$ cat config.mk
export PLATFORM = sky130hd
export DESIGN_NAME = interval_timer_bank_flat
export DESIGN_NICKNAME = d
export VERILOG_FILES = /design/src/design/itb_pkg.sv /design/src/design/itb_req_if.sv /design/src/design/itb_rsp_if.sv /design/src/design/itb_cfg_if.sv /design/src/design/itb_ram.sv /design/src/design/itb_ctrl.sv /design/src/design/itb_dp.sv /design/src/design/interval_timer_bank.sv /design/src/flat_wrapper.sv
export SDC_FILE = /design/constraint.sdc
export NUM_CORES = 1
export LEC_CHECK = 0
export BUFFER_PORTS_ARGS = -buffer_cell sky130_fd_sc_hd__buf_2
export CORE_UTILIZATION = 60
export DETAILED_ROUTE_END_ITERATION = 12
export GPL_TIMING_DRIVEN = 0
export PLACE_DENSITY = 0.82
export SLEW_MARGIN = 10
export SYNTH_ARGS = -nofsm -noshare
export SYNTH_HDL_FRONTEND = slang
export SYNTH_SLANG_ARGS = --single-unit
export TNS_END_PERCENT = 30
$ cat constraint.sdc
create_clock -name clk -period 5.7 [get_ports clk]
set_input_delay 0.57 -clock clk [delete_from_list [all_inputs] [get_ports clk]]
set_output_delay 0.57 -clock clk [all_outputs]
set_load 0.02 [all_outputs]
$ cat src/design/itb_pkg.sv
// ----------------------------------------------------------------------------
// itb_pkg
// Command codes, field widths and controller/datapath handshake structs
// for the interval timer bank.
// ----------------------------------------------------------------------------
package itb_pkg;

  localparam int CMD_W   = 3;
  localparam int INDEX_W = 3;
  localparam int VALUE_W = 16;

  localparam logic [CMD_W-1:0] CMD_UPDATE  = 3'd0;
  localparam logic [CMD_W-1:0] CMD_CHECK   = 3'd1;
  localparam logic [CMD_W-1:0] CMD_RESTART = 3'd2;
  localparam logic [CMD_W-1:0] CMD_START   = 3'd3;
  localparam logic [CMD_W-1:0] CMD_STOP    = 3'd4;

  typedef struct packed {
    logic latch;
    logic sweep_rd;
    logic idx_rd;
    logic exec;
  } itb_ctrl_t;

  typedef struct packed {
    logic in_update;
    logic sweep_last;
    logic out_busy;
  } itb_stat_t;

endpackage

$ cat src/design/itb_req_if.sv
// ----------------------------------------------------------------------------
// itb_req_if
// Command channel: one item carries a command, a timer index and a value.
// ----------------------------------------------------------------------------
interface itb_req_if;
  import itb_pkg::*;

  logic               valid;
  logic               ready;
  logic [CMD_W-1:0]   cmd;
  logic [INDEX_W-1:0] timer_index;
  logic [VALUE_W-1:0] value;

  modport source (output valid, cmd, timer_index, value, input ready);
  modport sink   (input valid, cmd, timer_index, value, output ready);
endinterface

$ cat src/design/itb_rsp_if.sv
// ----------------------------------------------------------------------------
// itb_rsp_if
// Result channel: reached flag, run flag and elapsed count of one timer.
// ----------------------------------------------------------------------------
interface itb_rsp_if #(
  parameter int COUNT_WIDTH = 15
);
  logic                   valid;
  logic                   ready;
  logic                   reached;
  logic                   running;
  logic [COUNT_WIDTH-1:0] count;

  modport source (output valid, reached, running, count, input ready);
  modport sink   (input valid, reached, running, count, output ready);
endinterface

$ cat src/design/itb_cfg_if.sv
// ----------------------------------------------------------------------------
// itb_cfg_if
// Configuration write channel for the maintain_period register.
// ----------------------------------------------------------------------------
interface itb_cfg_if;
  logic valid;
  logic ready;
  logic maintain_period;

  modport source (output valid, maintain_period, input ready);
  modport sink   (input valid, maintain_period, output ready);
endinterface

$ cat src/design/itb_ram.sv
// ----------------------------------------------------------------------------
// itb_ram
// Generic single-write, single-read RAM with registered read data.
// ----------------------------------------------------------------------------
module itb_ram #(
  parameter int WIDTH = 15,
  parameter int DEPTH = 8,
  parameter int AW    = (DEPTH > 1) ? $clog2(DEPTH) : 1
) (
  input  logic             clk,
  input  logic             we,
  input  logic [AW-1:0]    waddr,
  input  logic [WIDTH-1:0] wdata,
  input  logic             re,
  input  logic [AW-1:0]    raddr,
  output logic [WIDTH-1:0] rdata
);

  logic [WIDTH-1:0] mem [DEPTH];

  always_ff @(posedge clk) begin
    if (we) begin
      mem[waddr] <= wdata;
    end
    if (re) begin
      rdata <= mem[raddr];
    end
  end

endmodule

$ cat src/design/itb_ctrl.sv
// ----------------------------------------------------------------------------
// itb_ctrl
// Sequencer: accept an item, sweep the bank on update, read the addressed
// timer, then execute and load the result register.
// ----------------------------------------------------------------------------
module itb_ctrl (
  input  logic               clk,
  input  logic               rst,
  input  logic               in_valid,
  output logic               in_ready,
  input  itb_pkg::itb_stat_t stat,
  output itb_pkg::itb_ctrl_t ctl
);
  import itb_pkg::*;

  localparam logic [2:0] S_IDLE  = 3'd0;
  localparam logic [2:0] S_SWEEP = 3'd1;
  localparam logic [2:0] S_DRAIN = 3'd2;
  localparam logic [2:0] S_READ  = 3'd3;
  localparam logic [2:0] S_EXEC  = 3'd4;

  logic [2:0] state;
  logic [2:0] state_next;

  always_comb begin
    state_next = state;
    ctl        = '0;
    in_ready   = 1'b0;
    unique case (state)
      S_IDLE: begin
        in_ready = 1'b1;
        if (in_valid) begin
          ctl.latch  = 1'b1;
          state_next = stat.in_update ? S_SWEEP : S_READ;
        end
      end
      S_SWEEP: begin
        ctl.sweep_rd = 1'b1;
        if (stat.sweep_last) begin
          state_next = S_DRAIN;
        end
      end
      S_DRAIN: begin
        state_next = S_READ;
      end
      S_READ: begin
        ctl.idx_rd = 1'b1;
        state_next = S_EXEC;
      end
      S_EXEC: begin
        if (!stat.out_busy) begin
          ctl.exec   = 1'b1;
          state_next = S_IDLE;
        end
      end
      default: begin
        state_next = S_IDLE;
      end
    endcase
  end

  always_ff @(posedge clk) begin
    if (rst) begin
      state <= S_IDLE;
    end else begin
      state <= state_next;
    end
  end

endmodule

$ cat src/design/itb_dp.sv
// ----------------------------------------------------------------------------
// itb_dp
// Datapath: run flags, count RAM with written bits, saturating update,
// threshold check and the result register.
// ----------------------------------------------------------------------------
module itb_dp #(
  parameter int TIMERS      = 8,
  parameter int COUNT_WIDTH = 15
) (
  input  logic                         clk,
  input  logic                         rst,
  input  itb_pkg::itb_ctrl_t           ctl,
  output itb_pkg::itb_stat_t           stat,
  input  logic [itb_pkg::CMD_W-1:0]    cmd,
  input  logic [itb_pkg::INDEX_W-1:0]  timer_index,
  input  logic [itb_pkg::VALUE_W-1:0]  value,
  input  logic                         cfg_we,
  input  logic                         cfg_data,
  output logic                         rsp_valid,
  input  logic                         rsp_ready,
  output logic                         rsp_reached,
  output logic                         rsp_running,
  output logic [COUNT_WIDTH-1:0]       rsp_count
);
  import itb_pkg::*;

  localparam int IDX_W = (TIMERS > 1) ? $clog2(TIMERS) : 1;
  localparam int SUM_W = ((COUNT_WIDTH > VALUE_W) ? COUNT_WIDTH : VALUE_W) + 1;
  localparam logic [COUNT_WIDTH-1:0] CNT_MAX = '1;

  logic [CMD_W-1:0]       cmd_r;
  logic [INDEX_W-1:0]     idx_r;
  logic [VALUE_W-1:0]     val_r;
  logic                   maintain;
  logic [TIMERS-1:0]      run_flags;
  logic [TIMERS-1:0]      cnt_valid;
  logic [IDX_W-1:0]       ptr;
  logic [IDX_W-1:0]       wr_addr;
  logic                   wr_pend;

  logic [IDX_W-1:0]       addr;
  logic                   idx_ok;
  logic [COUNT_WIDTH-1:0] rd_data;

  logic [COUNT_WIDTH-1:0] sw_cnt;
  logic [SUM_W-1:0]       sw_sum;
  logic [COUNT_WIDTH-1:0] sw_sat;
  logic                   sw_we;

  logic [COUNT_WIDTH-1:0] cur_cnt;
  logic                   cur_run;
  logic                   hit;
  logic [COUNT_WIDTH-1:0] new_cnt;
  logic                   new_run;
  logic                   new_reached;
  logic                   ex_we;

  logic                   ram_we;
  logic [IDX_W-1:0]       ram_waddr;
  logic [COUNT_WIDTH-1:0] ram_wdata;
  logic                   ram_re;
  logic [IDX_W-1:0]       ram_raddr;

  assign addr   = IDX_W'(idx_r);
  assign idx_ok = 32'(idx_r) < TIMERS;

  assign stat.in_update  = (cmd == CMD_UPDATE);
  assign stat.sweep_last = (ptr == IDX_W'(TIMERS - 1));
  assign stat.out_busy   = rsp_valid && !rsp_ready;

  // saturating add on the entry read in the previous sweep cycle
  always_comb begin
    sw_cnt = cnt_valid[wr_addr] ? rd_data : '0;
    sw_sum = SUM_W'(sw_cnt) + SUM_W'(val_r);
    sw_sat = (sw_sum > SUM_W'(CNT_MAX)) ? CNT_MAX : sw_sum[COUNT_WIDTH-1:0];
    sw_we  = wr_pend && run_flags[wr_addr];
  end

  always_comb begin
    cur_run     = idx_ok && run_flags[addr];
    cur_cnt     = (idx_ok && cnt_valid[addr]) ? rd_data : '0;
    hit         = cur_run && (SUM_W'(cur_cnt) >= SUM_W'(val_r));
    new_cnt     = cur_cnt;
    new_run     = cur_run;
    new_reached = 1'b0;
    ex_we       = 1'b0;
    if (idx_ok) begin
      case (cmd_r)
        CMD_CHECK: begin
          if (hit) begin
            new_reached = 1'b1;
            new_cnt     = maintain ? (cur_cnt - COUNT_WIDTH'(val_r)) : '0;
            ex_we       = 1'b1;
          end
        end
        CMD_RESTART: begin
          new_cnt = '0;
          new_run = 1'b1;
          ex_we   = 1'b1;
        end
        CMD_START: begin
          new_run = 1'b1;
        end
        CMD_STOP: begin
          new_run = 1'b0;
        end
        default: begin
        end
      endcase
    end
  end

  assign ram_we    = sw_we || (ctl.exec && ex_we);
  assign ram_waddr = sw_we ? wr_addr : addr;
  assign ram_wdata = sw_we ? sw_sat : new_cnt;
  assign ram_re    = ctl.sweep_rd || ctl.idx_rd;
  assign ram_raddr = ctl.sweep_rd ? ptr : addr;

  itb_ram #(
    .WIDTH (COUNT_WIDTH),
    .DEPTH (TIMERS),
    .AW    (IDX_W)
  ) u_cnt_ram (
    .clk   (clk),
    .we    (ram_we),
    .waddr (ram_waddr),
    .wdata (ram_wdata),
    .re    (ram_re),
    .raddr (ram_raddr),
    .rdata (rd_data)
  );

  always_ff @(posedge clk) begin
    if (ctl.latch) begin
      cmd_r <= cmd;
      idx_r <= timer_index;
      val_r <= value;
      ptr   <= '0;
    end else if (ctl.sweep_rd) begin
      ptr <= ptr + 1'b1;
    end
    wr_addr <= ptr;
    if (ctl.exec) begin
      rsp_reached <= idx_ok && new_reached;
      rsp_running <= idx_ok && new_run;
      rsp_count   <= idx_ok ? new_cnt : '0;
    end
  end

  always_ff @(posedge clk) begin
    if (rst) begin
      maintain  <= 1'b0;
      run_flags <= '0;
      cnt_valid <= '0;
      wr_pend   <= 1'b0;
      rsp_valid <= 1'b0;
    end else begin
      if (cfg_we) begin
        maintain <= cfg_data;
      end
      wr_pend <= ctl.sweep_rd;
      if (ctl.exec && idx_ok) begin
        run_flags[addr] <= new_run;
      end
      if (ram_we) begin
        cnt_valid[ram_waddr] <= 1'b1;
      end
      if (ctl.exec) begin
        rsp_valid <= 1'b1;
      end else if (rsp_ready) begin
        rsp_valid <= 1'b0;
      end
    end
  end

endmodule

$ cat src/design/interval_timer_bank.sv
// ----------------------------------------------------------------------------
// interval_timer_bank
// A bank of TIMERS interval timers, each with a run flag and a saturating
// COUNT_WIDTH-bit elapsed count, driven by update/check/restart/start/stop
// commands, one result item per command item.
// ----------------------------------------------------------------------------
// An update item passes through a sweep, a drain, a read and an execute
// state before the next acceptance: the counts sit in a single-port-read RAM,
// so the bank is swept one timer per cycle, followed by a drain state, one
// read of the addressed timer and the execute state. Every other command goes
// only through the read and execute states. A result waits in an output
// register, so the next item is accepted while it is held. The execute state
// stalls only while a previous result is still not taken. Counts come out of
// reset as zero through per-timer written bits; there is no clearing pass.
module interval_timer_bank #(
  parameter int TIMERS      = 8,
  parameter int COUNT_WIDTH = 15
) (
  input  logic             clk,
  input  logic             rst,
  itb_req_if.sink          req,
  itb_rsp_if.source        rsp,
  itb_cfg_if.sink          cfg
);
  import itb_pkg::*;

  itb_ctrl_t ctl;
  itb_stat_t stat;

  assign cfg.ready = 1'b1;

  itb_ctrl u_ctrl (
    .clk      (clk),
    .rst      (rst),
    .in_valid (req.valid),
    .in_ready (req.ready),
    .stat     (stat),
    .ctl      (ctl)
  );

  itb_dp #(
    .TIMERS      (TIMERS),
    .COUNT_WIDTH (COUNT_WIDTH)
  ) u_dp (
    .clk         (clk),
    .rst         (rst),
    .ctl         (ctl),
    .stat        (stat),
    .cmd         (req.cmd),
    .timer_index (req.timer_index),
    .value       (req.value),
    .cfg_we      (cfg.valid),
    .cfg_data    (cfg.maintain_period),
    .rsp_valid   (rsp.valid),
    .rsp_ready   (rsp.ready),
    .rsp_reached (rsp.reached),
    .rsp_running (rsp.running),
    .rsp_count   (rsp.count)
  );

  a_busy_after_accept: assert property (@(posedge clk) disable iff (rst)
    (req.valid && req.ready) |=> !req.ready)
    else $error("item accepted while previous item still in work");

  a_ctl_exclusive: assert property (@(posedge clk) disable iff (rst)
    $onehot0({ctl.latch, ctl.sweep_rd, ctl.idx_rd, ctl.exec}))
    else $error("controller issued overlapping commands");

  a_exec_loads_result: assert property (@(posedge clk) disable iff (rst)
    ctl.exec |=> rsp.valid)
    else $error("execute did not present a result");

  a_no_exec_over_result: assert property (@(posedge clk) disable iff (rst)
    (rsp.valid && !rsp.ready) |-> !ctl.exec)
    else $error("result overwritten before taken");

endmodule
$ cat src/flat_wrapper.sv
// flat-port wrapper written by rule: the top's interface ports become plain ports
module interval_timer_bank_flat import itb_pkg::*;
#(
  parameter int TIMERS      = 8,
  parameter int COUNT_WIDTH = 15
)
  (clk, rst, req_valid, req_cmd, req_timer_index, req_value, req_ready, rsp_valid, rsp_reached, rsp_running, rsp_count, rsp_ready, cfg_valid, cfg_maintain_period, cfg_ready);
  itb_req_if req_i ();
  itb_rsp_if #(.COUNT_WIDTH(COUNT_WIDTH)) rsp_i ();
  itb_cfg_if cfg_i ();
  input  logic clk;
  input  logic rst;
  input wire logic [$bits(req_i.valid)-1:0] req_valid;
  input wire logic [$bits(req_i.cmd)-1:0] req_cmd;
  input wire logic [$bits(req_i.timer_index)-1:0] req_timer_index;
  input wire logic [$bits(req_i.value)-1:0] req_value;
  output wire logic [$bits(req_i.ready)-1:0] req_ready;
  output wire logic [$bits(rsp_i.valid)-1:0] rsp_valid;
  output wire logic [$bits(rsp_i.reached)-1:0] rsp_reached;
  output wire logic [$bits(rsp_i.running)-1:0] rsp_running;
  output wire logic [$bits(rsp_i.count)-1:0] rsp_count;
  input wire logic [$bits(rsp_i.ready)-1:0] rsp_ready;
  input wire logic [$bits(cfg_i.valid)-1:0] cfg_valid;
  input wire logic [$bits(cfg_i.maintain_period)-1:0] cfg_maintain_period;
  output wire logic [$bits(cfg_i.ready)-1:0] cfg_ready;
  assign req_i.valid = req_valid;
  assign req_i.cmd = req_cmd;
  assign req_i.timer_index = req_timer_index;
  assign req_i.value = req_value;
  assign req_ready = req_i.ready;
  assign rsp_valid = rsp_i.valid;
  assign rsp_reached = rsp_i.reached;
  assign rsp_running = rsp_i.running;
  assign rsp_count = rsp_i.count;
  assign rsp_i.ready = rsp_ready;
  assign cfg_i.valid = cfg_valid;
  assign cfg_i.maintain_period = cfg_maintain_period;
  assign cfg_ready = cfg_i.ready;
  interval_timer_bank #(.TIMERS(TIMERS), .COUNT_WIDTH(COUNT_WIDTH)) u_core (.clk(clk), .rst(rst), .req(req_i), .rsp(rsp_i), .cfg(cfg_i));
endmodule
**Word-level counts from Yosys, hierarchy flattened**

Memories as Yosys holds them, arrays and structs flattened. A register that Yosys moved wholly into a read port is not among the register bits.
Index checks and enable logic that the tools add are counted.

- Memories: 1
- Bits in writable memories: 120
- ROM bits: 0
- Flip-flop bits (word level): 67
- Logic and storage cells: 93
- Bits in latches: 0

Memories:

| memory | words | bits a word | rd ports | clocked after Yosys merged registers in | write ports | line | source |
|---|---|---|---|---|---|---|---|
| u_core.u_dp.u_cnt_ram.mem | 8 | 15 | 1 | 1 | 1 | itb_ram.sv:19 | `logic [WIDTH-1:0] mem [DEPTH];` |

- Magnitude comparators: 7
- Shift-type cells: 0
- Bitwise gates (word level): 1
- Add/subtract/negate cells: 3
- Mux-type cells: 41
- Reductions and logical operators: 14
- Divide/modulo/power cells: 0
- Multipliers: 0
- Equal/unequal tests: 12

Operators with widths:

| kind | count |
|---|---|
| two-way mux 15 bit | 6 |
| case mux 15 bit (2 select lines) | 1 |
| two-way mux 1 bit | 18 |
| adder 15 x 16 -> 17 bit | 1 |
| > comparator 17 x 15 -> 1 bit (second input constant) | 1 |
| >= comparator 15 x 16 -> 1 bit | 1 |
| two-way mux 3 bit | 5 |
| case mux 3 bit (5 select lines) | 1 |
| subtractor 15 bit | 1 |
| binary-select mux 1 bit (select 3 bit) | 4 |
| equality test 3 x 2 -> 1 bit (second input constant) | 4 |
| less-than comparator 3 x 4 -> 1 bit (second input constant) | 3 |
| equality test 3 bit (second input constant) | 3 |
| bitwise mux 8 bit | 1 |
| bitwise OR 8 bit | 1 |
| demux 1 bit (select 3 bit) | 2 |
| equality test 3 x 1 -> 1 bit (second input constant) | 2 |
| >= comparator 3 x 1 -> 1 bit (second input constant) | 2 |
| logical AND 1 bit | 6 |
| logical NOT 3 bit | 2 |
| != test 2 bit (second input constant) | 2 |
| case mux 1 bit (2 select lines) | 2 |
| adder 3 x 1 -> 3 bit (second input constant) | 1 |
| AND reduction 3 bit | 1 |
| other kinds (6) | 7 |

**Depth between registers and ports, before layout**

- Depth after elaboration: 11
- Gate-level depth with buffers: 18

**Modules after synthesis**

Synthesis repeated with hierarchy kept, for this count alone.

- Cell total of the unflattened synthesis: 679
- Area total of the unflattened synthesis: 9825.7 µm²

By module, submodules not included:

| module | cells an instance | area each (µm²) | instances |
|---|---|---|---|
| itb_ram | 201 | 5123.7 | 1 |
| itb_dp | 455 | 4479.3 | 1 |
| itb_ctrl | 21 | 211.5 | 1 |
| interval_timer_bank | 2 | 11.3 | 1 |

**Worst setup path after synthesis**

OpenSTA, ideal clock, no wires.

- Path type: register to register
- Start: register u_core.u_dp.idx_r[0] (netlist: u_core.u_dp.addr[0])
- End: memory u_core.u_dp.u_cnt_ram.mem[0][10] (data pin)
- Setup time: 0.276 ns
- Data required time: 5.424 ns
- Period minus slack after synthesis: 4.696 ns
- Data arrival time: 4.421 ns
- Cell stages (with the launch flop): 19
- Slack: 1.004 ns
- Buffers on the path: 4
- Path through: edfxtp_1 buf_6 mux4_2 mux2i_1 clkbuf_1 nand2b_1 ha_1 inv_1 fa_1 a211oi_2 o211ai_1 a221o_1 o311ai_4 inv_6 and2_4 buf_6 buf_6 a22o_4 a2bb2oi_2

- Cells in the longest elaborated chain, start to end: 8

Ends and longest elaborated chain:

| what | line | source |
|---|---|---|
| start, declared | itb_dp.sv:32 | `logic [INDEX_W-1:0] idx_r;` |
| start signal, assigned | itb_dp.sv:136 | `idx_r <= timer_index;` |
| binary-select mux 1 bit (select 3 bit) | itb_dp.sv:81 | `cur_cnt = (idx_ok && cnt_valid[addr]) ? rd_data : '0;` |
| two-way mux 1 bit (not written as such) | itb_dp.sv:81 |  |
| two-way mux 15 bit | itb_dp.sv:81 |  |
| subtractor 15 bit or >= comparator 15 x 16 -> 1 bit (tied branches) | itb_dp.sv:92, itb_dp.sv:82 |  |
| two-way mux 15 bit or logical AND 1 bit (tied branches) | itb_dp.sv:92, itb_dp.sv:82 |  |
| two-way mux 15 bit | itb_dp.sv:90 | `if (hit) begin` |
| case mux 15 bit (2 select lines) * | itb_dp.sv:88 | `case (cmd_r)` |
| via u_core.u_dp.new_cnt[10] | itb_dp.sv:53 | `logic [COUNT_WIDTH-1:0] new_cnt;` |
| two-way mux 15 bit * | itb_dp.sv:115 | `assign ram_wdata = sw_we ? sw_sat : new_cnt;` |
| via u_core.u_dp.ram_wdata[10] | itb_dp.sv:60 | `logic [COUNT_WIDTH-1:0] ram_wdata;` |
| end, declared | itb_ram.sv:19 |  |

The timed path passes the listed nets; every way through them passes the cells marked *. The select of a mux whose other input is x is not followed.

**Final worst setup path**

- Start: register u_core.u_dp.idx_r[0] (netlist: u_core.u_dp.addr[0])
- End: memory u_core.u_dp.u_cnt_ram.mem[2][13] (data pin)

- Cells in the longest elaborated chain, start to end: 8

Ends and longest elaborated chain:

| what | line |
|---|---|
| binary-select mux 1 bit (select 3 bit) | itb_dp.sv:81 |
| two-way mux 1 bit (not written as such) | itb_dp.sv:81 |
| two-way mux 15 bit | itb_dp.sv:81 |
| subtractor 15 bit or >= comparator 15 x 16 -> 1 bit (tied branches) | itb_dp.sv:92, itb_dp.sv:82 |
| two-way mux 15 bit or logical AND 1 bit (tied branches) | itb_dp.sv:92, itb_dp.sv:82 |
| two-way mux 15 bit | itb_dp.sv:90 |
| case mux 15 bit (2 select lines) * | itb_dp.sv:88 |
| two-way mux 15 bit * | itb_dp.sv:115 |
| via u_core.u_dp.ram_wdata[13] | itb_dp.sv:60 |

Marked as above.

==> metrics <==
Tcrit/Tclk final=0.950; Yosys Warn Count=0; Leak Pwr=roughly 3.8 nW; Area growth syn-to-layout=13.4%; Port Buffers=46; total power after layout=3.45 mW; DR pass1 iterations=6; initial antenna violation count=0; fin. max-slew vios=0; Initial Util=0.619; clk_lat worst skew=0.52 ns; synthesized area per cell=between 10 and 15 um^2; Seq/Total Area, Yosys=0.587; Die ar.=roughly 17000 um^2; diodes inserted=0; root buffer cell=clkbuf_16; Vert. Die Dim=between 100 and 150 um; Mapped Area=between 9000 and 10000 um^2; GP Congestion=between 0.9 and 1; slew margin rel.=0.323; Yosys top cell by area=edfxtp_1; gr usage total=0.286; largest fanout on the critical path=10; Detailed Route Iter0 Violations=just over 400; unrepaired setup endpoints after global routing=false; hpwl dp=~16000 um; CTS tree=done; H-tree levels=1; VDD IR max=approximately 0.31 mV; min-delay worst type=input port to flip-flop; most frequent cells in the layout=edfxtp_1, buf_2, nor2_1; Achievable Freq=between 150 and 200 MHz; io pins=48; ys async rst share=0; syn nets=757; WL/cell=roughly 23 um; pin count of the biggest net entering global routing=26; Netlist cell types=68; Final Util=0.702; nets=830; row count=46; Sink Count=around 200; Worst Path Required=slightly below 6 ns; crit end category=flip-flop; WP data arrival=about 5.6 ns; status=finished clean; PwrDens=309 nW/um^2; Setup Skew=approximately 0.015 ns; most common cell after layout, fill and taps aside=edfxtp_1; number of enable flip-flop cells after synthesis=around 170; ys flop type=edfxtp_1; Crit Path Class=flip-flop to flip-flop; DR vias/cell=around 6.3; Mapped Cells=about 700; final setup violation count=0; top cells by area, synth=edfxtp_1, mux4_2, dfxtp_1; share of cells above drive strength 1=0.248; hold_buf cts=0; post-CTS setup buffers=0; Vias=about 6300; DRC Markers=0; clk slew on worst S/H paths=0.06 ns; CTS Buffer Depth=3; vias in the first global route=6459; Max-Cap Viols=0; grt ovf=0; Synth top area share=0.530; CTS Buf Count=22; core footprint=15900 um^2; slew at the pin closest to its max-slew limit=1.02 ns; first-pass GRT wire length=35500 um; Tmin final=around 5.4 ns; drt total wl=between 20000 and 25000 um; Detail Route Antenna Nets=0; Yosys reg bits=202; final hold viol count=0; CP Launch Type=flip-flop; Die W=about 130 um
stage by stage:
stage / worst slack (ns) / hold slack (ns) / instances / cell area (um^2) / TNS (ns)
floorplan: 1.00 / 0.367 / 695 / 9860 / 0
global placement: -0.105 / 0.377 / 957 / 10400 / -2.18
detailed placement: -0.191 / 0.391 / 961 / 10400 / -4.63
CTS: 0.0531 / 0.206 / 1000 / 11200 / 0
global route: 0.0855 / 0.205 / 999 / 11200 / 0
finish: 0.283 / 0.225 / 999 / 11200 / 0
critical path: stages (launching register included):
cell and delay, ns:
edfxtp_1 0.39, buf_6 0.18, mux4_2 0.52, mux2i_2 0.46
clkbuf_2 0.34, nand2b_1 0.14, ha_1 0.17, inv_1 0.06
fa_1 0.43, a211oi_2 0.26, o211ai_1 0.18, a221o_1 0.36
o311ai_4 0.45, inv_6 0.06, nor3_4 0.30, buf_6 0.23
nand2_1 0.10, a31oi_2 0.48
per-layer routing:
metal	vias to the layer above	track usage	wire length, um
li1	2842	-	-
met1	3141	0.367	9090
met2	286	0.482	11400
met3	64	0.0447	1480
met4	0	0.125	832
met5	-	0	0
what timing repair did:
action,CTS,global route
cloned,0,0
setup endpoints to repair,40,96
resized for setup,3,4
sequential cells by signal, indices dropped and copies added, names as in the netlist, 3 cells and up:
register and cells:
u_core.u_dp.cmd_r 3, u_core.u_ctrl.state 3, u_core.u_dp.addr 3, u_core.u_dp.wr_addr 3
u_core.u_dp.cnt_valid 8, u_core.u_dp.run_flags 8, u_core.u_dp.ptr 3, u_core.u_dp.u_cnt_ram.mem 120
u_core.u_dp.val_r 16, u_core.u_dp.rsp_count 15, u_core.u_dp.u_cnt_ram.rdata 15
cells in the mapped netlist, drive strengths merged, types with 8 or more instances:
cell type and count:
o21a 8, a21oi 39, nand2 35, nand3 13, o21ai 17, mux2i 13, xnor2 9, dfxtp 28
nand2b 10, a2bb2oi 12, edfxtp 174, nor2b 38, nor3 10, a22o 13, inv 26, a21o 13
buf 12, ha 32, nor2 50, mux2 16, clkbuf 13, xor2 12, mux4 38
path summary, 6_finish.rpt:
check / slack (ns) / to / startpoint / cells after the start
hold reg to reg: 0.40 / u_core.u_dp.wr_addr[1]$_DFF_P_ / u_core.u_dp.ptr[1]$_SDFFE_PP0P_ / 0
setup / recovery: 0.28 / u_core.u_dp.u_cnt_ram.mem[2][13]$_DFFE_PP_ / u_core.u_dp.addr[0]$_DFFE_PP_ / 17
setup reg to reg: 0.28 / u_core.u_dp.u_cnt_ram.mem[2][13]$_DFFE_PP_ / u_core.u_dp.addr[0]$_DFFE_PP_ / 17
hold / removal: 0.22 / u_core.u_dp.val_r[5]$_DFFE_PP_ / req_value[5] / 1
final cells by class:
| cell class | instances | area [um^2] |
|---|---|---|
| sequential | 202 | 5790 |
| fill | 1068 | 4760 |
| multi-input combinational | 442 | 3890 |
| clock buffer | 26 | 607 |
| timing repair buffer | 50 | 275 |
| tap | 216 | 270 |
| buffer | 24 | 136 |
| clock inverter | 13 | 120 |
| inverter | 26 | 103 |
power by group:
group	internal, mW	total, mW	switching, mW
Clock	0.813	1.40	0.585
Combinational	0.147	0.369	0.222
Sequential	1.64	1.68	0.0412
logic make-up (layout without fill, tap and decap cells):
logic type,after synthesis,after routing,synth area share
AOI/OAI and AO/OA,141,141,0.114
xor gates and xnor gates,21,21,0.0187
adders and majority gates,34,34,0.0447
buffers and inverters,51,139,0.0245
DFF,202,202,0.587
muxes,67,67,0.119
other,1,1,0.000380
and+or+nand+nor,178,178,0.0921
No activity file was read; power rests on OpenSTA's default activity.
